**config.mk**
```make
export PLATFORM = sky130hd
export DESIGN_NAME = e2e_profile22_check_unit_flat
export DESIGN_NICKNAME = d
export VERILOG_FILES = /design/src/sv/e2e22_pkg.sv /design/src/sv/e2e22_if.sv /design/src/sv/e2e22_front.sv /design/src/sv/e2e22_queue.sv /design/src/sv/e2e22_back.sv /design/src/sv/e2e_profile22_check_unit.sv /design/src/flat_wrapper.sv
export SDC_FILE = /design/constraint.sdc
export NUM_CORES = 1
export LEC_CHECK = 0
export BUFFER_PORTS_ARGS = -buffer_cell sky130_fd_sc_hd__buf_2
export CAP_MARGIN = 0
export CORE_MARGIN = 2
export CORE_UTILIZATION = 35
export CTS_BUF_LIST = sky130_fd_sc_hd__clkbuf_16
export DETAILED_ROUTE_END_ITERATION = 16
export GPL_TIMING_DRIVEN = 0
export SLEW_MARGIN = 20
export SYNTH_ARGS = -nofsm -noshare
export SYNTH_HDL_FRONTEND = slang
export SYNTH_HIERARCHICAL = 1
export SYNTH_SLANG_ARGS = --single-unit
```
**constraint.sdc**
```tcl
create_clock -name i_clk -period 6.3 [get_ports i_clk]
set_input_delay 0.945 -clock i_clk [delete_from_list [all_inputs] [get_ports i_clk]]
set_output_delay 0.945 -clock i_clk [all_outputs]
set_load 0.05 [all_outputs]
```
**src/sv/e2e22_pkg.sv**
```systemverilog
package e2e22_pkg;

    // Message size limit and derived compare width
    localparam int MAX_MESSAGE_BYTES = 4096;
    localparam int CMP_W             = 14;

    // Field widths
    localparam int OFFSET_W  = 12;
    localparam int LENGTH_W  = 13;
    localparam int CTR_W     = 4;
    localparam int STATUS_W  = 3;
    localparam int IDS_W     = 64;
    localparam int CFG_IDX_W = 3;

    // CRC-8, polynomial 0x2F
    localparam logic [7:0] CRC_INIT = 8'hFF;
    localparam logic [7:0] CRC_XOR  = 8'hFF;
    localparam logic [7:0] CRC_POLY = 8'h2F;
    localparam logic [CTR_W-1:0] CTR_RESET = 4'hF;

    // Check status codes
    localparam logic [STATUS_W-1:0] ST_OK         = 3'd0;
    localparam logic [STATUS_W-1:0] ST_OKSOMELOST = 3'd1;
    localparam logic [STATUS_W-1:0] ST_REPEATED   = 3'd2;
    localparam logic [STATUS_W-1:0] ST_WRONGSEQ   = 3'd3;
    localparam logic [STATUS_W-1:0] ST_ERROR      = 3'd4;
    localparam logic [STATUS_W-1:0] ST_NONEWDATA  = 3'd5;

    // Configuration register indexes
    localparam logic [CFG_IDX_W-1:0] REG_CRC_OFFSET = 3'd0;
    localparam logic [CFG_IDX_W-1:0] REG_MSG_LENGTH = 3'd1;
    localparam logic [CFG_IDX_W-1:0] REG_MAX_DELTA  = 3'd2;
    localparam logic [CFG_IDX_W-1:0] REG_IDS_LOW    = 3'd3;
    localparam logic [CFG_IDX_W-1:0] REG_IDS_HIGH   = 3'd4;

    // Kind of a finished message record
    localparam logic [1:0] K_NODATA = 2'd0;
    localparam logic [1:0] K_LENERR = 2'd1;
    localparam logic [1:0] K_CHECK  = 2'd2;

    // Record queue between front and back
    localparam int Q_DEPTH = 2;
    localparam int Q_PTR_W = 1;
    localparam int Q_CNT_W = 2;

    typedef struct packed {
        logic [1:0]       kind;
        logic [7:0]       crc;
        logic [7:0]       cap_crc;
        logic [CTR_W-1:0] cap_ctr;
    } t_msg_rec;

    // One byte through the CRC-8, MSB first
    function automatic logic [7:0] crc8_feed(input logic [7:0] crc, input logic [7:0] b);
        logic [7:0] c;
        c = crc ^ b;
        for (int k = 0; k < 8; k++) begin
            if (c[7]) begin
                c = {c[6:0], 1'b0} ^ CRC_POLY;
            end else begin
                c = {c[6:0], 1'b0};
            end
        end
        return c;
    endfunction

endpackage

```
**src/sv/e2e22_if.sv**
```systemverilog
interface e2e22_in_if;
    logic       valid;
    logic       ready;
    logic [7:0] data_byte;
    logic       last_byte;
    logic       no_data;

    modport source (output valid, output data_byte, output last_byte, output no_data,
                    input ready);
    modport sink (input valid, input data_byte, input last_byte, input no_data,
                  output ready);
endinterface

interface e2e22_out_if;
    logic       valid;
    logic       ready;
    logic [2:0] check_status;
    logic       input_error;
    logic [3:0] received_counter;
    logic [7:0] computed_crc;

    modport source (output valid, output check_status, output input_error,
                    output received_counter, output computed_crc, input ready);
    modport sink (input valid, input check_status, input input_error,
                  input received_counter, input computed_crc, output ready);
endinterface

```
**src/sv/e2e22_front.sv**
```systemverilog
module e2e22_front #(
    parameter int MAX_MESSAGE_BYTES = e2e22_pkg::MAX_MESSAGE_BYTES
) (
    input  logic                               i_clk,
    input  logic                               i_rst_n,
    e2e22_in_if.sink                           i_in,
    input  logic [e2e22_pkg::OFFSET_W-1:0]     i_crc_offset,
    input  logic [e2e22_pkg::LENGTH_W-1:0]     i_msg_length,
    input  logic                               i_q_full,
    output logic                               o_push,
    output e2e22_pkg::t_msg_rec                o_rec
);

    localparam int CW = $clog2(MAX_MESSAGE_BYTES + 1);
    localparam logic [CW-1:0] MaxCount = CW'(MAX_MESSAGE_BYTES);

    logic [CW-1:0]                  r_count, n_count;
    logic [7:0]                     r_crc, n_crc;
    logic [7:0]                     r_cap_crc, n_cap_crc;
    logic [e2e22_pkg::CTR_W-1:0]    r_cap_ctr, n_cap_ctr;

    logic                           accept;
    logic                           in_range;
    logic [e2e22_pkg::CMP_W-1:0]    pos;
    logic [e2e22_pkg::CMP_W-1:0]    off;
    logic [e2e22_pkg::CMP_W-1:0]    len;
    logic                           len_bad;

    // Take a word whenever the queue has room
    assign i_in.ready = !i_q_full;
    assign accept     = i_in.valid && i_in.ready;

    assign in_range = (r_count != MaxCount);
    assign pos      = e2e22_pkg::CMP_W'(r_count);
    assign off      = e2e22_pkg::CMP_W'(i_crc_offset);
    assign len      = pos + e2e22_pkg::CMP_W'(1);
    assign len_bad  = !in_range || (len != e2e22_pkg::CMP_W'(i_msg_length)) ||
                      (len < off + e2e22_pkg::CMP_W'(2));

    // Accumulate the message and emit a record at its end or on a no-data word
    always_comb begin
        n_count   = r_count;
        n_crc     = r_crc;
        n_cap_crc = r_cap_crc;
        n_cap_ctr = r_cap_ctr;
        o_push    = 1'b0;
        o_rec     = '0;
        if (accept) begin
            if (i_in.no_data) begin
                o_push     = 1'b1;
                o_rec.kind = e2e22_pkg::K_NODATA;
                n_count    = '0;
                n_crc      = e2e22_pkg::CRC_INIT;
                n_cap_crc  = '0;
                n_cap_ctr  = '0;
            end else begin
                if (in_range) begin
                    if (pos == off) begin
                        n_cap_crc = i_in.data_byte;
                    end else begin
                        n_crc = e2e22_pkg::crc8_feed(r_crc, i_in.data_byte);
                        if (pos == off + e2e22_pkg::CMP_W'(1)) begin
                            n_cap_ctr = i_in.data_byte[e2e22_pkg::CTR_W-1:0];
                        end
                    end
                    n_count = r_count + CW'(1);
                end
                if (i_in.last_byte) begin
                    o_push        = 1'b1;
                    o_rec.kind    = len_bad ? e2e22_pkg::K_LENERR : e2e22_pkg::K_CHECK;
                    o_rec.crc     = n_crc;
                    o_rec.cap_crc = n_cap_crc;
                    o_rec.cap_ctr = n_cap_ctr;
                    n_count       = '0;
                    n_crc         = e2e22_pkg::CRC_INIT;
                    n_cap_crc     = '0;
                    n_cap_ctr     = '0;
                end
            end
        end
    end

    always_ff @(posedge i_clk) begin
        if (!i_rst_n) begin
            r_count   <= '0;
            r_crc     <= e2e22_pkg::CRC_INIT;
            r_cap_crc <= '0;
            r_cap_ctr <= '0;
        end else begin
            r_count   <= n_count;
            r_crc     <= n_crc;
            r_cap_crc <= n_cap_crc;
            r_cap_ctr <= n_cap_ctr;
        end
    end

endmodule

```
**src/sv/e2e22_queue.sv**
```systemverilog
module e2e22_queue (
    input  logic                i_clk,
    input  logic                i_rst_n,
    input  logic                i_push,
    input  e2e22_pkg::t_msg_rec i_rec,
    output logic                o_full,
    output logic                o_valid,
    output e2e22_pkg::t_msg_rec o_rec,
    input  logic                i_pop
);

    e2e22_pkg::t_msg_rec                r_mem [e2e22_pkg::Q_DEPTH];
    logic [e2e22_pkg::Q_PTR_W-1:0]      r_wr_ptr, n_wr_ptr;
    logic [e2e22_pkg::Q_PTR_W-1:0]      r_rd_ptr, n_rd_ptr;
    logic [e2e22_pkg::Q_CNT_W-1:0]      r_count, n_count;
    logic                               pop;

    assign o_full  = (r_count == e2e22_pkg::Q_CNT_W'(e2e22_pkg::Q_DEPTH));
    assign o_valid = (r_count != '0);
    assign o_rec   = r_mem[r_rd_ptr];
    assign pop     = i_pop && o_valid;

    // Advance pointers and occupancy
    always_comb begin
        n_wr_ptr = r_wr_ptr;
        n_rd_ptr = r_rd_ptr;
        n_count  = r_count;
        if (i_push) begin
            n_wr_ptr = (r_wr_ptr == e2e22_pkg::Q_PTR_W'(e2e22_pkg::Q_DEPTH - 1)) ?
                       '0 : r_wr_ptr + e2e22_pkg::Q_PTR_W'(1);
        end
        if (pop) begin
            n_rd_ptr = (r_rd_ptr == e2e22_pkg::Q_PTR_W'(e2e22_pkg::Q_DEPTH - 1)) ?
                       '0 : r_rd_ptr + e2e22_pkg::Q_PTR_W'(1);
        end
        if (i_push && !pop) begin
            n_count = r_count + e2e22_pkg::Q_CNT_W'(1);
        end else if (pop && !i_push) begin
            n_count = r_count - e2e22_pkg::Q_CNT_W'(1);
        end
    end

    always_ff @(posedge i_clk) begin
        if (!i_rst_n) begin
            r_wr_ptr <= '0;
            r_rd_ptr <= '0;
            r_count  <= '0;
        end else begin
            r_wr_ptr <= n_wr_ptr;
            r_rd_ptr <= n_rd_ptr;
            r_count  <= n_count;
        end
    end

    // Store the pushed record
    always_ff @(posedge i_clk) begin
        if (i_push) begin
            r_mem[r_wr_ptr] <= i_rec;
        end
    end

    a_count_bound: assert property (@(posedge i_clk) disable iff (!i_rst_n)
        r_count <= e2e22_pkg::Q_CNT_W'(e2e22_pkg::Q_DEPTH))
        else $error("queue occupancy above depth");

    a_count_up: assert property (@(posedge i_clk) disable iff (!i_rst_n)
        (i_push && !pop) |=> (r_count == $past(r_count) + e2e22_pkg::Q_CNT_W'(1)))
        else $error("queue count missed a push");

    a_count_down: assert property (@(posedge i_clk) disable iff (!i_rst_n)
        (pop && !i_push) |=> (r_count == $past(r_count) - e2e22_pkg::Q_CNT_W'(1)))
        else $error("queue count missed a pop");

endmodule

```
**src/sv/e2e22_back.sv**
```systemverilog
module e2e22_back (
    input  logic                               i_clk,
    input  logic                               i_rst_n,
    input  logic                               i_rec_valid,
    input  e2e22_pkg::t_msg_rec                i_rec,
    output logic                               o_pop,
    input  logic [e2e22_pkg::CTR_W-1:0]        i_max_delta,
    input  logic [e2e22_pkg::IDS_W-1:0]        i_ids_low,
    input  logic [e2e22_pkg::IDS_W-1:0]        i_ids_high,
    e2e22_out_if.source                        o_out
);

    logic [e2e22_pkg::CTR_W-1:0]       r_last_counter, n_last_counter;
    logic [e2e22_pkg::STATUS_W-1:0]    r_last_status, n_last_status;
    logic                              r_out_valid;
    logic [e2e22_pkg::STATUS_W-1:0]    r_out_status, n_out_status;
    logic                              r_out_input_error, n_out_input_error;
    logic [e2e22_pkg::CTR_W-1:0]       r_out_counter, n_out_counter;
    logic [7:0]                        r_out_crc, n_out_crc;

    logic [e2e22_pkg::IDS_W-1:0]       id_word;
    logic [7:0]                        data_id;
    logic [7:0]                        final_crc;
    logic [e2e22_pkg::CTR_W-1:0]       delta;
    logic [e2e22_pkg::STATUS_W-1:0]    seq_status;

    // Pop when the output register is free or being drained
    assign o_pop = i_rec_valid && (!r_out_valid || o_out.ready);

    // Pick the data ID by counter and finish the CRC
    assign id_word   = i_rec.cap_ctr[3] ? i_ids_high : i_ids_low;
    assign data_id   = id_word[{i_rec.cap_ctr[2:0], 3'b000} +: 8];
    assign final_crc = e2e22_pkg::crc8_feed(i_rec.crc, data_id) ^ e2e22_pkg::CRC_XOR;
    assign delta     = i_rec.cap_ctr - r_last_counter;

    // Judge the counter step
    always_comb begin
        if (delta > i_max_delta) begin
            seq_status = e2e22_pkg::ST_WRONGSEQ;
        end else if (delta == '0) begin
            seq_status = e2e22_pkg::ST_REPEATED;
        end else if (delta == e2e22_pkg::CTR_W'(1)) begin
            seq_status = e2e22_pkg::ST_OK;
        end else begin
            seq_status = e2e22_pkg::ST_OKSOMELOST;
        end
    end

    // Build the result word and update the stored state
    always_comb begin
        n_last_counter    = r_last_counter;
        n_last_status     = r_last_status;
        n_out_status      = r_last_status;
        n_out_input_error = 1'b0;
        n_out_counter     = '0;
        n_out_crc         = '0;
        unique case (i_rec.kind)
            e2e22_pkg::K_NODATA: begin
                n_last_status = e2e22_pkg::ST_NONEWDATA;
                n_out_status  = e2e22_pkg::ST_NONEWDATA;
            end
            e2e22_pkg::K_LENERR: begin
                n_out_status      = r_last_status;
                n_out_input_error = 1'b1;
            end
            e2e22_pkg::K_CHECK: begin
                n_out_counter = i_rec.cap_ctr;
                n_out_crc     = final_crc;
                if (final_crc == i_rec.cap_crc) begin
                    n_last_status  = seq_status;
                    n_last_counter = i_rec.cap_ctr;
                end else begin
                    n_last_status = e2e22_pkg::ST_ERROR;
                end
                n_out_status = n_last_status;
            end
            default: begin
                n_out_status = r_last_status;
            end
        endcase
    end

    always_ff @(posedge i_clk) begin
        if (!i_rst_n) begin
            r_last_counter <= e2e22_pkg::CTR_RESET;
            r_last_status  <= e2e22_pkg::ST_ERROR;
            r_out_valid    <= 1'b0;
        end else begin
            if (o_pop) begin
                r_last_counter <= n_last_counter;
                r_last_status  <= n_last_status;
                r_out_valid    <= 1'b1;
            end else if (o_out.ready) begin
                r_out_valid <= 1'b0;
            end
        end
    end

    // Load the output payload on each pop
    always_ff @(posedge i_clk) begin
        if (o_pop) begin
            r_out_status      <= n_out_status;
            r_out_input_error <= n_out_input_error;
            r_out_counter     <= n_out_counter;
            r_out_crc         <= n_out_crc;
        end
    end

    assign o_out.valid            = r_out_valid;
    assign o_out.check_status     = r_out_status;
    assign o_out.input_error      = r_out_input_error;
    assign o_out.received_counter = r_out_counter;
    assign o_out.computed_crc     = r_out_crc;

    a_pop_fills: assert property (@(posedge i_clk) disable iff (!i_rst_n)
        o_pop |=> r_out_valid)
        else $error("popped record gave no result");

    a_nodata_status: assert property (@(posedge i_clk) disable iff (!i_rst_n)
        (o_pop && i_rec.kind == e2e22_pkg::K_NODATA) |=>
        (r_last_status == e2e22_pkg::ST_NONEWDATA && r_out_status == e2e22_pkg::ST_NONEWDATA))
        else $error("no-data record did not report no new data");

    a_lenerr_keeps: assert property (@(posedge i_clk) disable iff (!i_rst_n)
        (o_pop && i_rec.kind == e2e22_pkg::K_LENERR) |=>
        ($stable(r_last_status) && $stable(r_last_counter) && r_out_input_error))
        else $error("length error changed stored state");

endmodule

```
**src/sv/e2e_profile22_check_unit.sv**
```systemverilog
// A result word passes through the record queue and then the output register.
// Throughput: one input word per cycle, sustained while results are taken.
// The CRC step per byte in the front and the final CRC and counter check in the back
// are combinational; a two-entry record queue sits between them.
// Reset (i_rst_n low, synchronous) restores the control registers, the stored
// counter (15) and status (crc error), and discards any partly received message.
module e2e_profile22_check_unit #(
    parameter int MAX_MESSAGE_BYTES = e2e22_pkg::MAX_MESSAGE_BYTES
) (
    input  logic                                i_clk,
    input  logic                                i_rst_n,
    e2e22_in_if.sink                            i_in_ch,
    e2e22_out_if.source                         o_out_ch,
    input  logic                                i_cfg_we,
    input  logic [e2e22_pkg::CFG_IDX_W-1:0]     i_cfg_index,
    input  logic [e2e22_pkg::IDS_W-1:0]         i_cfg_data
);

    logic [e2e22_pkg::OFFSET_W-1:0]  r_crc_offset;
    logic [e2e22_pkg::LENGTH_W-1:0]  r_msg_length;
    logic [e2e22_pkg::CTR_W-1:0]     r_max_delta;
    logic [e2e22_pkg::IDS_W-1:0]     r_ids_low;
    logic [e2e22_pkg::IDS_W-1:0]     r_ids_high;

    logic                            push;
    e2e22_pkg::t_msg_rec             push_rec;
    logic                            q_full;
    logic                            q_valid;
    e2e22_pkg::t_msg_rec             q_rec;
    logic                            pop;

    // Write configuration registers
    always_ff @(posedge i_clk) begin
        if (!i_rst_n) begin
            r_crc_offset <= '0;
            r_msg_length <= e2e22_pkg::LENGTH_W'(8);
            r_max_delta  <= e2e22_pkg::CTR_W'(1);
            r_ids_low    <= '0;
            r_ids_high   <= '0;
        end else if (i_cfg_we) begin
            unique case (i_cfg_index)
                e2e22_pkg::REG_CRC_OFFSET: r_crc_offset <= i_cfg_data[e2e22_pkg::OFFSET_W-1:0];
                e2e22_pkg::REG_MSG_LENGTH: r_msg_length <= i_cfg_data[e2e22_pkg::LENGTH_W-1:0];
                e2e22_pkg::REG_MAX_DELTA:  r_max_delta  <= i_cfg_data[e2e22_pkg::CTR_W-1:0];
                e2e22_pkg::REG_IDS_LOW:    r_ids_low    <= i_cfg_data;
                e2e22_pkg::REG_IDS_HIGH:   r_ids_high   <= i_cfg_data;
                default: begin
                end
            endcase
        end
    end

    e2e22_front #(
        .MAX_MESSAGE_BYTES (MAX_MESSAGE_BYTES)
    ) u_front (
        .i_clk        (i_clk),
        .i_rst_n      (i_rst_n),
        .i_in         (i_in_ch),
        .i_crc_offset (r_crc_offset),
        .i_msg_length (r_msg_length),
        .i_q_full     (q_full),
        .o_push       (push),
        .o_rec        (push_rec)
    );

    e2e22_queue u_queue (
        .i_clk   (i_clk),
        .i_rst_n (i_rst_n),
        .i_push  (push),
        .i_rec   (push_rec),
        .o_full  (q_full),
        .o_valid (q_valid),
        .o_rec   (q_rec),
        .i_pop   (pop)
    );

    e2e22_back u_back (
        .i_clk       (i_clk),
        .i_rst_n     (i_rst_n),
        .i_rec_valid (q_valid),
        .i_rec       (q_rec),
        .o_pop       (pop),
        .i_max_delta (r_max_delta),
        .i_ids_low   (r_ids_low),
        .i_ids_high  (r_ids_high),
        .o_out       (o_out_ch)
    );

endmodule
```
**src/flat_wrapper.sv**
```systemverilog
// flat-port wrapper written by rule: the top's interface ports become plain ports
module e2e_profile22_check_unit_flat 
#(
    parameter int MAX_MESSAGE_BYTES = e2e22_pkg::MAX_MESSAGE_BYTES
)
  (i_clk, i_rst_n, i_cfg_we, i_cfg_index, i_cfg_data, i_in_ch_valid, i_in_ch_data_byte, i_in_ch_last_byte, i_in_ch_no_data, i_in_ch_ready, o_out_ch_valid, o_out_ch_check_status, o_out_ch_input_error, o_out_ch_received_counter, o_out_ch_computed_crc, o_out_ch_ready);
  e2e22_in_if i_in_ch_i ();
  e2e22_out_if o_out_ch_i ();
  input  logic i_clk;
  input  logic i_rst_n;
  input  logic i_cfg_we;
  input  logic [e2e22_pkg::CFG_IDX_W-1:0] i_cfg_index;
  input  logic [e2e22_pkg::IDS_W-1:0] i_cfg_data;
  input wire logic [$bits(i_in_ch_i.valid)-1:0] i_in_ch_valid;
  input wire logic [$bits(i_in_ch_i.data_byte)-1:0] i_in_ch_data_byte;
  input wire logic [$bits(i_in_ch_i.last_byte)-1:0] i_in_ch_last_byte;
  input wire logic [$bits(i_in_ch_i.no_data)-1:0] i_in_ch_no_data;
  output wire logic [$bits(i_in_ch_i.ready)-1:0] i_in_ch_ready;
  output wire logic [$bits(o_out_ch_i.valid)-1:0] o_out_ch_valid;
  output wire logic [$bits(o_out_ch_i.check_status)-1:0] o_out_ch_check_status;
  output wire logic [$bits(o_out_ch_i.input_error)-1:0] o_out_ch_input_error;
  output wire logic [$bits(o_out_ch_i.received_counter)-1:0] o_out_ch_received_counter;
  output wire logic [$bits(o_out_ch_i.computed_crc)-1:0] o_out_ch_computed_crc;
  input wire logic [$bits(o_out_ch_i.ready)-1:0] o_out_ch_ready;
  assign i_in_ch_i.valid = i_in_ch_valid;
  assign i_in_ch_i.data_byte = i_in_ch_data_byte;
  assign i_in_ch_i.last_byte = i_in_ch_last_byte;
  assign i_in_ch_i.no_data = i_in_ch_no_data;
  assign i_in_ch_ready = i_in_ch_i.ready;
  assign o_out_ch_valid = o_out_ch_i.valid;
  assign o_out_ch_check_status = o_out_ch_i.check_status;
  assign o_out_ch_input_error = o_out_ch_i.input_error;
  assign o_out_ch_received_counter = o_out_ch_i.received_counter;
  assign o_out_ch_computed_crc = o_out_ch_i.computed_crc;
  assign o_out_ch_i.ready = o_out_ch_ready;
  e2e_profile22_check_unit #(.MAX_MESSAGE_BYTES(MAX_MESSAGE_BYTES)) u_core (.i_clk(i_clk), .i_rst_n(i_rst_n), .i_in_ch(i_in_ch_i), .o_out_ch(o_out_ch_i), .i_cfg_we(i_cfg_we), .i_cfg_index(i_cfg_index), .i_cfg_data(i_cfg_data));
endmodule
```
== Word-level counts from Yosys, hierarchy flattened ==
Memory sizes are Yosys's and may differ from the RTL's. A register that Yosys moved wholly into a read port is not among the register bits.
Index checks and enable logic that the tools add are counted.
Storage, ports and cells
  input bits: 82
  flip-flop bits (word level): 218
  memories kept: 1
  RAM bits: 44
  output and inout port bits: 18
Cells by class
  bitwise gates (word level): 19
  mux-type cells: 85
  $lt $le $gt $ge: 2
  add/subtract/negate cells: 9
  shifts and indexed selects: 1
  reductions and logical operators: 27
  equal/unequal tests: 13
Memory list
  u_core.u_queue.r_mem: words 2, bits a word 22, read ports 1, clocked after memory_dff 1, write ports 1, line e2e22_queue.sv:12  | e2e22_pkg::t_msg_rec r_mem [e2e22_pkg::Q_DEPTH];
Operators with widths (count)
  two-way mux 8 bit: 36
  two-way mux 6 bit: 16
  NOT 5 bit: 16
  two-way mux 64 bit: 1
  indexed part select 64 x 7 -> 8 bit: 1
  two-way mux 22 bit: 2
  two-way mux 13 bit: 3
  two-way mux 20 bit: 1
  two-way mux 4 bit: 5
  XOR 8 bit: 2
  adder 13 x 1 -> 14 bit (second input constant): 1
  less-than comparator 14 x 13 -> 1 bit: 1
  != test 14 x 13 -> 1 bit: 1
  adder 12 x 1 -> 13 bit (second input constant): 1
  adder 12 x 2 -> 13 bit (second input constant): 1
  adder 13 x 1 -> 13 bit (second input constant): 1
  equality test 13 x 12 -> 1 bit: 1
  equality test 13 bit: 1
  two-way mux 1 bit: 13
  != test 13 bit (second input constant): 1
  two-way mux 2 bit: 6
  AND reduction 2 bit: 6
  equality test 8 bit: 1
  NOT 8 bit: 1
  other kinds (22): 37

== Depth between registers and ports, before layout ==
Gate-level depths: netlist of the first run.
  depth after elaboration: 50
  depth in mapped cells: 17

== Modules after synthesis ==
The synthesis of the first run kept the hierarchy.
Modules (own cells, without submodules)
  e2e_profile22_check_unit: cells an instance 586, sequential area each 3143.0 um^2, area an instance 5826.8 um^2, times used 1
  e2e22_front: cells an instance 483, sequential area each 660.6 um^2, area an instance 3590.9 um^2, times used 1
  e2e22_back: cells an instance 272, sequential area each 640.6 um^2, area an instance 2890.3 um^2, times used 1
  e2e22_queue: cells an instance 90, sequential area each 1421.4 um^2, area an instance 1799.2 um^2, times used 1

== Worst setup path before layout of the first run ==
Ideal clock, no wire load.
  path type: reg-to-reg
  start: reg with a tool-made name
  end: reg u_core.u_back.r_out_status (netlist bit u_core/u_back/o_out.check_status[2]) (data pin)
  stages on the path, launching flop included: 14
  slack: 2.053 ns
  path buffers: 3
  required time: 6.040 ns
  arrival: 3.987 ns
  cell sequence: dfxtp_1 > buf_2 > mux2_2 > buf_6 > buf_12 > mux4_2 > mux4_2 > xnor2_4 > xnor2_1 > xnor3_2 > xor2_2 > o221ai_2 > or3b_1 > mux2_2
RTL lines
  to (signal assigned): line e2e22_back.sv:102  | r_out_status <= n_out_status;
  to (decl): line e2e22_back.sv:16  | logic [e2e22_pkg::STATUS_W-1:0] r_out_status, n_out_status;

==> results of run 1 <==
[Yosys cell counts, types with 9 or more instances]
master / n / area (um2)
dfxtp_1: 203 / 4060
and2_1: 22 / 138
nor2_1: 56 / 210
nor2b_1: 35 / 219
nand3_1: 33 / 165
inv_1: 21 / 78.8
nand2_1: 279 / 1050
ha_1: 23 / 288
o21ai_0: 27 / 135
mux2_2: 34 / 383
nor3_1: 24 / 120
xor2_1: 29 / 254
nand4_1: 16 / 100
edfxtp_1: 60 / 1800
buf_4: 9 / 67.6
xnor2_1: 80 / 701
clkbuf_1: 37 / 139
buf_1: 10 / 37.5
mux4_2: 9 / 203
buf_2: 31 / 155
mux2i_1: 210 / 2100
a21oi_1: 22 / 110
o211ai_1: 10 / 75.1
a22oi_1: 13 / 97.6
[per-layer routing]
layer,track usage,vias to the layer above,part of all wire
li1,-,5271,-
met1,0.262,5229,0.48
met2,0.301,295,0.45
met3,0.0215,58,0.047
met4,0.0520,0,0.023
met5,0,-,0
[area by class of cell]
cell class / count / area [um2] / share of cell area
clock buffers: 29 / 726 / 0.0447
plain buffers: 94 / 487 / 0.0300
flip-flops and latches: 263 / 5870 / 0.361
repair buffers: 99 / 495 / 0.0305
inverters: 21 / 78.8 / 0.00486
clock inverters: 25 / 241 / 0.0149
well taps: 525 / 657 / 0.0405
multi-input cells: 1053 / 7680 / 0.473
[state kept, by name, summed over array words and instances (netlist names), 8 cells and up, named ones only]
| signal | cells |
|---|---|
| u_core/r_crc_offset | 12 |
| u_core/r_ids_high | 64 |
| u_core/r_ids_low | 64 |
| u_core/r_msg_length | 13 |
| u_core/u_back/o_out.computed_crc | 8 |
| u_core/u_front/r_cap_crc | 8 |
| u_core/u_front/r_count | 13 |
| u_core/u_front/r_crc | 8 |
| u_core/u_queue/r_mem | 44 |
[placed cells by master (no fill, tap or decap), types with 7 or more instances in the layout]
cell / instances
a211oi_1: 8
a21oi_1: 22
o21a_1: 7
clkbuf_16: 29
nand3_1: 33
xor2_1: 29
a31oi_1: 7
nor2b_1: 34
o211ai_1: 10
buf_4: 9
inv_1: 22
and2_1: 22
nand2_1: 279
mux2i_1: 210
edfxtp_1: 60
mux4_2: 9
clkinv_2: 10
nand4_1: 16
a22oi_1: 13
buf_1: 10
nor3_1: 24
clkbuf_1: 37
o21ai_0: 27
ha_1: 23
dfxtp_1: 203
xnor2_1: 80
mux2_2: 34
nor2_1: 56
buf_2: 130
[per-stage QoR]
step | instances | total power, mW
after floorplan | 1431 | 4.15
after global placement | 2055 | 4.73
after detailed placement | 2055 | 4.75
after CTS | 2109 | 6.48
after global routing | 2109 | 6.78
final | 2109 | 6.44
[final timing paths]
kind | end | slack [ns] | cells past startpoint
max | u_core/u_back/o_out.check_status[2]$_DFFE_PP_ | 1.11 | 15
min | u_core/r_ids_low[3]$_SDFFE_PN0P_ | 0.46 | 2
max reg2reg | u_core/u_back/o_out.check_status[2]$_DFFE_PP_ | 1.11 | 15
min reg2reg | u_core/r_ids_low[3]$_SDFFE_PN0P_ | 0.46 | 2
[cells by family after synthesis]
group           Yosys count
compound gates          137
simple gates            508
mux                     259
flops                   263
xor+xnor                125
fa+ha+maj                24
buf+inv                 115
[worst reg2reg max path: cells and delay by family, from the launching register on]
kind / cells / cell delay [ns]
and+or+nand+nor: 3 / 0.65
AOI/OAI and AO/OA: 3 / 1.03
xor gates and xnor gates: 4 / 1.40
DFF: 1 / 0.40
muxes: 2 / 0.67
buffers and inverters: 3 / 0.80
[where the power goes]
group	internal, mW	switching (mW)	total, mW	leakage, nW
clock	1.01	0.718	1.72	0.477
sequential	1.92	0.0603	1.98	2.21
combinational	1.13	1.61	2.74	3.83
total	4.06	2.39	6.44	6.52
==> metrics.cfg, run 1 <==
[yosys]
synth_compound_area_frac = 0.0678
ys_types = 82
synthSimpleGateAreaFrac = 0.165
synth_fa_ha_area_frac = 0.0218
syn_nets = 1537
synth_xor_area_frac = 0.0911
syn_inst = 1431
synth-seq-cells = 263
synth_edf_count = 60
seq_area_frac_synth = 0.416
syn-cell-area_um2 = 14100
yosys_warnings = 6
synth_top_family_by_area = multiplexers
synth_flop_cell = dfxtp_1
synth_mux_area_frac = 0.198
synthArstFlopShare = 0
syn_area_per_cell_um2 = 9.86

[critical_path]
cp.buffers_inverters = 3
cp-end-kind = flip-flop
crit_path_top_delay_cell = xnor3_2
cp-start-kind = flip-flop
critical_path.top_delay_family = XOR/XNOR gates
cp_cell_sequence = buf_2 -> mux2_2 -> buf_2 -> nor2b_1 -> clkbuf_1 -> a22oi_1 -> nand2_1 -> o21ai_0 -> xor2_2 -> xnor2_1 -> xnor3_2 -> xor2_2 -> o221ai_2 -> or3b_1 -> mux2_2
crit_path_max_fanout = 10
cpPeakStageDelay_ns = 0.54
required_ns = 6.59
crit_type = flip-flop to flip-flop
critPathArrivalTime_ns = 5.48

[place]
portBuffers = 99
placed_area_um2 = 15300
gp_congestion = 0.889
hpwl_um = 29400
preCtsSetupSlack_ns = 1.15

[clock_network]
cts_htree_levels = 1
clock_sinks = 263
cts_setup_buffers = 0
cts_tree = yes
path_clk_slew_ns = 0.06
cts-root-buf = clkbuf_16
postCtsHoldBufs = 0
clk_latency_ns = 0.55
cts-resized-gates = 0
numCtsBuffers = 29
clock_path_buffers = 3

[global_route]
grt-ovfl-total = 0
grt_usage = 0.186
grt_pass1_vias = 10800
antenna_found_initial = 0
grt_max_degree = 24
grt_pass1_wl_um = 61100

[timing]
hold_viol_final = 0
fmax_ghz = 0.193
setup_ws_ns = 1.11
setup_viol = 0
tightest_slew_ns = 1.03
maxSlewHeadroom = 0.311
rsz0062_at_grt = no
post-route-period-util = 0.824
holdWs_ns = 0.457
setup_tns_ns = 0
layout_min_cycle_time_ns = 5.19
drv_slew = 0
finClkSkew_ns = 0.0144

[final_layout]
final_core_util = 0.409
design_area_um2 = 16200
drive_above_1_share = 0.163
area.growth.synth_to_final_pct = 15.1
fin_nets = 1667
n_antenna_cell = 0
nFillCells = 3892

[run]
maxCapViolCount = 0

[hold_path]
hold_class = flip-flop to flip-flop
min_from = u_core/r_ids_low[3]$_SDFFE_PN0P_

[floorplan]
dieArea_um2 = 41900
num_rows = 73
dieWidth_um = 205
initial_utilization = 0.355
pin_count = 100
core-area_um2 = 39700
fp.dieH_um = 205

[routing]
dr_total_vias = 10900
wire_per_inst_um = 18.6
dr.first_iter.drc_count = 702
drt-vias-per-instance = 5.15
first_pass_iters = 5
drc = 0
drt-total-wl_um = 39200
drtAntennaViolNets = 0

[power_and_ir_drop]
power_density_nw_per_um2 = 397
p_leak_nw = 6.52
peakVddDrop_mv = 0.240

[run_status]
run_status = finished, final reports clean

(Power assumes the default switching activity.)
==> run 2: changes to the inputs <==
==> constraint.sdc (replaced) <==
create_clock -name i_clk -period 5 [get_ports i_clk]
set_input_delay 0.75 -clock i_clk [delete_from_list [all_inputs] [get_ports i_clk]]
set_output_delay 0.75 -clock i_clk [all_outputs]
set_load 0.05 [all_outputs]
==> metrics.cfg, run 2 (synthesis results as in run 1) <==
[run_status]
run_status = finished, final reports clean  ; unchanged

[timing]
rsz0062_at_grt = no  ; unchanged
post-route-period-util = 0.970  ; was 0.824
maxSlewHeadroom = 0.318  ; was 0.311
tightest_slew_ns = 1.02  ; was 1.03 ns
layout_min_cycle_time_ns = 4.85  ; was 5.19 ns
hold_viol_final = 0  ; unchanged
setup_viol = 0  ; unchanged
finClkSkew_ns = 0.0171  ; was 0.0144 ns
setup_tns_ns = 0  ; unchanged
fmax_ghz = 0.206  ; was 0.193 GHz
drv_slew = 0  ; unchanged

[final_layout]
n_antenna_cell = 0  ; unchanged
area.growth.synth_to_final_pct = 16.0  ; was 15.1%
final_cell_mix = nand2_1 (279), mux2i_1 (210), dfxtp_1 (203), buf_2 (128), xnor2_1 (79)  ; was nand2_1 (279), mux2i_1 (210), dfxtp_1 (203), buf_2 (130), xnor2_1 (80)
design_area_um2 = 16400  ; was 16200 um2
drive_above_1_share = 0.174  ; was 0.163
seqCellArea_um2 = 5870  ; unchanged
fin_nets = 1676  ; was 1667
final_core_util = 0.412  ; was 0.409
reg_top3 = u_core/r_ids_high x64, u_core/r_ids_low x64, u_core/u_queue/r_mem x44  ; unchanged
final_cells = 2118  ; was 2109
nFillCells = 3885  ; was 3892
final_common_cell = nand2_1  ; unchanged
multiInputGateArea_um2 = 7740  ; was 7680 um2

[critical_path]
cp-end-kind = flip-flop  ; unchanged
crit_path_max_fanout = 10  ; unchanged
cp_cell_sequence = buf_4 -> mux2_2 -> buf_6 -> buf_12 -> buf_6 -> buf_6 -> mux2i_1 -> a22oi_1 -> o221ai_1 -> xnor2_1 -> mux2i_4 -> xnor3_2 -> nor2_1 -> a21oi_1 -> o31a_1 -> or3b_1 -> mux2_2  ; was buf_2 -> mux2_2 -> buf_2 -> nor2b_1 -> clkbuf_1 -> a22oi_1 -> nand2_1 -> o21ai_0 -> xor2_2 -> xnor2_1 -> xnor3_2 -> xor2_2 -> o221ai_2 -> or3b_1 -> mux2_2
crit_path_top_delay_cell = xnor3_2  ; unchanged
crit_type = flip-flop to flip-flop  ; unchanged
required_ns = 5.29  ; was 6.59 ns
critPathArrivalTime_ns = 5.13  ; was 5.48 ns
critical_path.top_delay_family = multiplexers  ; was XOR/XNOR gates
cp.buffers_inverters = 5  ; was 3
cp-start-kind = flip-flop  ; unchanged
cpPeakStageDelay_ns = 0.45  ; was 0.54 ns
timing.critical_path.mode_cell = buf_6

[clock_network]
path_clk_slew_ns = 0.06  ; about the same
clk_latency_ns = 0.55  ; about the same
clock_path_buffers = 3  ; unchanged
cts-root-buf = clkbuf_16  ; unchanged
cts_htree_levels = 1  ; unchanged
clock_sinks = 263  ; unchanged
cts_tree = yes  ; unchanged
numCtsBuffers = 29  ; unchanged

[routing]
first_pass_iters = 5  ; unchanged
drtAntennaViolNets = 0  ; unchanged
drc = 0  ; unchanged
dr.first_iter.drc_count = 765  ; was 702
drt-total-wl_um = 39400  ; was 39200 um
wire_per_inst_um = 18.6  ; about the same
drt-vias-per-instance = 5.17  ; was 5.15
dr_total_vias = 10900  ; about the same

[floorplan]
fp.dieH_um = 205  ; unchanged
core-area_um2 = 39700  ; unchanged
dieArea_um2 = 41900  ; unchanged
dieWidth_um = 205  ; unchanged
initial_utilization = 0.355  ; unchanged
num_rows = 73  ; unchanged
pin_count = 100  ; unchanged

[place]
hpwl_um = 29400  ; unchanged
placed_area_um2 = 15300  ; unchanged
placed_cells_incl_taps = 2055  ; unchanged
gp_congestion = 0.889  ; unchanged
portBuffers = 99  ; unchanged

[hold_path]
hold_class = flip-flop to flip-flop  ; unchanged

[global_route]
grt_max_degree = 24  ; unchanged
grt_pass1_wl_um = 61200  ; was 61100 um
antenna_found_initial = 0  ; unchanged
grt-ovfl-total = 0  ; unchanged
grt_usage = 0.186  ; about the same
grt_pass1_vias = 10800  ; about the same

[run]
maxCapViolCount = 0  ; unchanged

[power_and_ir_drop]
peakVddDrop_mv = 0.302  ; was 0.240 mV
p_leak_nw = 6.58  ; was 6.52 nW
power_density_nw_per_um2 = 507  ; was 397 nW/um2

==> run 2: power by group <==
group          switching (mW)  internal (mW)  total (mW)
clock network           0.906           1.27        2.17
registers              0.0773           2.41        2.49
logic                    2.08           1.56        3.64
==> run 2: routing by layer <==
| layer | vias up | global-route usage | routed length, um |
|---|---|---|---|
| met3 | 54 | 0.0215 | 1850 |
| met1 | 5303 | 0.262 | 18700 |
| li1 | 5295 | - | - |
| met5 | - | 0 | 0 |
| met2 | 293 | 0.301 | 17900 |
| met4 | 0 | 0.0525 | 916 |
==> run 2: final cells by class <==
class	instances	area share
Tap cell	525	0.0401
Sequential cell	263	0.358
Clock buffer	29	0.0443
Timing Repair Buffer	108	0.0344
Clock inverter	25	0.0148
Buffer	94	0.0302
Multi-Input combinational cell	1053	0.473
Inverter	21	0.00482
==> run 2: worst paths after layout <==
path,startpoint,end,slack [ns],cells past startpoint
worst max-delay path,flip-flop,u_core/u_back/o_out.check_status[2]$_DFFE_PP_,0.15,17
worst min-delay path,u_core/r_ids_low[3]$_SDFFE_PN0P_,u_core/r_ids_low[3]$_SDFFE_PN0P_,0.46,2
worst min register to register,u_core/r_ids_low[3]$_SDFFE_PN0P_,u_core/r_ids_low[3]$_SDFFE_PN0P_,0.46,2
worst max register to register,flip-flop,u_core/u_back/o_out.check_status[2]$_DFFE_PP_,0.15,17
==> run 2: through the flow <==
| stage | hold WS, ns | setup slack [ns] | power (mW) |
|---|---|---|---|
| floorplan | 0.430 | 0.753 | 5.23 |
| global placement | 0.440 | -0.159 | 5.95 |
| detailed placement | 0.446 | -0.146 | 5.98 |
| CTS | 0.455 | 0.0131 | 8.20 |
| global route | 0.466 | 0.00666 | 8.73 |
| finish | 0.456 | 0.151 | 8.30 |
==> run 2: timing repair <==
| item | in CTS | in global routing |
|---|---|---|
| pin swaps | 0 | 3 |
| resized for setup | 5 | 13 |
| setup endpoints to repair | 2 | 4 |
| hold buffers | 0 | 0 |
| setup buffers | 0 | 9 |
==> run 2: worst min-delay path, stage by stage, from the launching register on <==
cell	delay [ns]
dfxtp_1	0.31
nand2_1	0.05
mux2i_1	0.05
==> run 3: changes to the inputs <==
--- a/config.mk
+++ b/config.mk
@@ -10,10 +10,10 @@
 export CORE_MARGIN = 2
 export CORE_UTILIZATION = 35
 export CTS_BUF_LIST = sky130_fd_sc_hd__clkbuf_16
+export CTS_CLUSTER_SIZE = 12
 export DETAILED_ROUTE_END_ITERATION = 16
 export GPL_TIMING_DRIVEN = 0
 export SLEW_MARGIN = 20
 export SYNTH_ARGS = -nofsm -noshare
 export SYNTH_HDL_FRONTEND = slang
-export SYNTH_HIERARCHICAL = 1
 export SYNTH_SLANG_ARGS = --single-unit
==> metrics.cfg, run 3 <==
[yosys]
synth_top_cell_by_area = dfxtp_1  ; unchanged
synth_top_area_frac = 0.312  ; was 0.288
synthArstFlopShare = 0  ; unchanged
synthTopCellsByArea = dfxtp_1 (31%), edfxtp_1 (14%), nand2_1 (9.8%)  ; was dfxtp_1 (29%), mux2i_1 (15%), edfxtp_1 (13%)
yosys_warnings = 0  ; was 6
syn_nets = 1563  ; was 1537
synth_flop_cell = dfxtp_1  ; unchanged
syn_area_per_cell_um2 = 8.95  ; was 9.86 um2
synth_edf_count = 60  ; unchanged
syn_inst = 1455  ; was 1431
ys_types = 64  ; was 82
synth-seq-cells = 263  ; unchanged
synth_most_common_cell = nand2_1  ; unchanged
seq_area_frac_synth = 0.450  ; was 0.416
synth_common_cells = nand2_1 (340), dfxtp_1 (203), a21oi_1 (180), nor2_1 (96), mux2i_1 (94)  ; was nand2_1 (279), mux2i_1 (210), dfxtp_1 (203), xnor2_1 (80), edfxtp_1 (60)
syn-cell-area_um2 = 13000  ; was 14100 um2

[clock_network]
clk_latency_ns = 0.58  ; was 0.55 ns
cts_htree_levels = 1  ; unchanged
clock_path_buffers = 3  ; unchanged
clock_sinks = 263  ; unchanged
cts-root-buf = clkbuf_16  ; unchanged
path_clk_slew_ns = 0.06  ; about the same
postCtsHoldBufs = 0  ; unchanged
numCtsBuffers = 30  ; was 29
cts_tree = yes  ; unchanged

[global_route]
grt_pass1_wl_um = 57500  ; was 61200 um
grt_max_degree = 23  ; was 24
grt_usage = 0.189  ; was 0.186
grt_pass1_vias = 10200  ; was 10800
antenna_found_initial = 0  ; unchanged
grt-ovfl-total = 0  ; unchanged

[routing]
drt-total-wl_um = 36900  ; was 39400 um
dr.first_iter.drc_count = 811  ; was 765
wire_per_inst_um = 17.8  ; was 18.6 um
wl_met3_um = 1930  ; was 1850 um
drtAntennaViolNets = 0  ; unchanged
top_layer_used = met4  ; unchanged
dr_wl_met2_um = 17000  ; was 17900 um
dr_total_vias = 10700  ; was 10900
first_pass_iters = 5  ; unchanged
drc = 0  ; unchanged
drt-met1-wl_um = 17200  ; was 18700 um
drt-vias-per-instance = 5.15  ; was 5.17

[final_layout]
design_area_um2 = 15100  ; was 16400 um2
area.growth.synth_to_final_pct = 16.1  ; was 16.0%
reg_top3 = u_core.r_ids_high x64, u_core.r_ids_low x64, u_core.u_queue.r_mem x44  ; was u_core/r_ids_high x64, u_core/r_ids_low x64, u_core/u_queue/r_mem x44
final_cell_mix = nand2_1 (340), dfxtp_1 (203), a21oi_1 (180), buf_2 (101), nor2_1 (96)  ; was nand2_1 (279), mux2i_1 (210), dfxtp_1 (203), buf_2 (128), xnor2_1 (79)
n_antenna_cell = 0  ; unchanged
final_common_cell = nand2_1  ; unchanged
drive_above_1_share = 0.120  ; was 0.174
fin_nets = 1697  ; was 1676

[floorplan]
core-area_um2 = 36600  ; was 39700 um2
num_rows = 70  ; was 73
initial_utilization = 0.356  ; was 0.355
pin_count = 100  ; unchanged
fp.dieH_um = 197  ; was 205 um
dieWidth_um = 197  ; was 205 um
dieArea_um2 = 38800  ; was 41900 um2

[run_status]
run_status = finished, final reports clean  ; unchanged

[critical_path]
cp-end-kind = flip-flop  ; unchanged
crit_path_max_fanout = 10  ; unchanged
crit_type = flip-flop to flip-flop  ; unchanged
required_ns = 5.43  ; was 5.29 ns
cp-start-kind = flip-flop  ; unchanged
critPathArrivalTime_ns = 5.27  ; was 5.13 ns

[place]
hpwl_um = 27700  ; was 29400 um
portBuffers = 98  ; was 99
gp_congestion = 0.878  ; was 0.889
placed_area_um2 = 14100  ; was 15300 um2
preCtsSetupSlack_ns = -0.0961  ; was -0.146 ns

[run]
maxCapViolCount = 0  ; unchanged

[timing]
fmax_ghz = 0.207  ; was 0.206 GHz
tightest_slew_ns = 0.855  ; was 1.02 ns
layout_min_cycle_time_ns = 4.84  ; was 4.85 ns
setup_tns_ns = 0  ; unchanged
post-route-period-util = 0.968  ; was 0.970
rsz0062_at_grt = no  ; unchanged
hold_viol_final = 0  ; unchanged
drv_slew = 0  ; unchanged
finClkSkew_ns = 0.0334  ; was 0.0171 ns
holdWs_ns = 0.418  ; was 0.456 ns
setup_ws_ns = 0.159  ; was 0.151 ns
setup_viol = 0  ; unchanged
maxSlewHeadroom = 0.430  ; was 0.318

[hold_path]
hold_class = primary input to flip-flop  ; was flip-flop to flip-flop
min_from = i_cfg_data[33]  ; was u_core/r_ids_low[3]$_SDFFE_PN0P_

[power_and_ir_drop]
p_leak_nw = 5.58  ; was 6.58 nW
peakVddDrop_mv = 0.332  ; was 0.302 mV
power_mw = 6.88  ; was 8.30 mW
power_density_nw_per_um2 = 455  ; was 507 nW/um2

[run 3: changes by cell type after synthesis, moves of 21 or more]
| cell | before | now |
|---|---|---|
| clkbuf_1 | 37 | 78 |
| nor2_1 | 56 | 96 |
| buf_2 | 31 | 2 |
| nand2_1 | 279 | 340 |
| o22ai_1 | 4 | 25 |
| a21oi_1 | 22 | 180 |
| mux2_2 | 34 | 4 |
| mux2i_1 | 210 | 94 |
| nor2b_1 | 35 | 7 |
[run 3: routing by layer]
layer	track usage	vias to the layer above
li1	-	5260
met4	0.0448	0
met2	0.311	306
met1	0.266	5100
met3	0.0210	47
met5	0	-
[run 3: cells by family (layout without fill, tap and decap cells)]
family / count (synthesis) / count (layout) / share of synthesized area
AOI/OAI and AO/OA: 275 / 275 / 0.118
buffers and inverters: 109 / 266 / 0.0345
DFF: 263 / 263 / 0.450
muxes: 108 / 108 / 0.0917
adders and majority gates: 26 / 26 / 0.0256
xor gates and xnor gates: 122 / 122 / 0.0947
and+or+nand+nor: 552 / 552 / 0.185
[run 3: what timing repair did]
item	CTS	global route
gates cloned	0	0
pin swaps	0	1
setup endpoints to repair	4	5
resized for setup	3	2
buffers inserted	0	1
[run 3: final timing paths]
check | end | slack (ns) | depth (start not counted)
hold reg to reg | u_core.r_ids_high[59]$_SDFFE_PN0P_ | 0.45 | 2
setup / recovery | u_core.u_back.r_last_counter[1]$_SDFFE_PN1P_ | 0.16 | 16
setup reg to reg | u_core.u_back.r_last_counter[1]$_SDFFE_PN1P_ | 0.16 | 16
hold / removal | u_core.r_ids_high[33]$_SDFFE_PN0P_ | 0.42 | 3
[run 3: final cells by class]
cell class	instances	area, um2
Clock buffer	30	751
Sequential cell	263	5870
Multi-Input combinational cell	1083	6750
Clock inverter	25	193
Buffer	92	385
Timing Repair Buffer	102	522
Tap cell	468	586
Inverter	17	63.8
Fill cell	3619	21500
[run 3: power breakdown]
part / internal, mW / total (mW) / leakage, nW / switching (mW)
Clock: 1.19 / 2.09 / 0.475 / 0.895
Combinational: 0.950 / 2.34 / 2.89 / 1.39
Sequential: 2.38 / 2.45 / 2.22 / 0.0683
Total: 4.52 / 6.88 / 5.58 / 2.35
[run 3: through the flow]
stage	instances	util
after CTS	2079	0.412
after detailed placement	2024	0.386
after global placement	2021	0.385
after global routing	2080	0.413
after floorplan	1455	-
final	2080	0.413
[run 3: worst max-delay path: stages, from the launching register on]
cell,delay (ns)
dfxtp_1,0.32
buf_6,0.14
mux2i_4,0.35
buf_4,0.31
buf_2,0.40
mux2i_1,0.34
o22ai_1,0.18
nor4_2,0.44
xor2_1,0.32
xnor2_1,0.27
xnor3_1,0.46
nand2b_1,0.15
a211o_1,0.29
nor4b_4,0.25
buf_4,0.20
mux2i_1,0.19
nand2_1,0.07
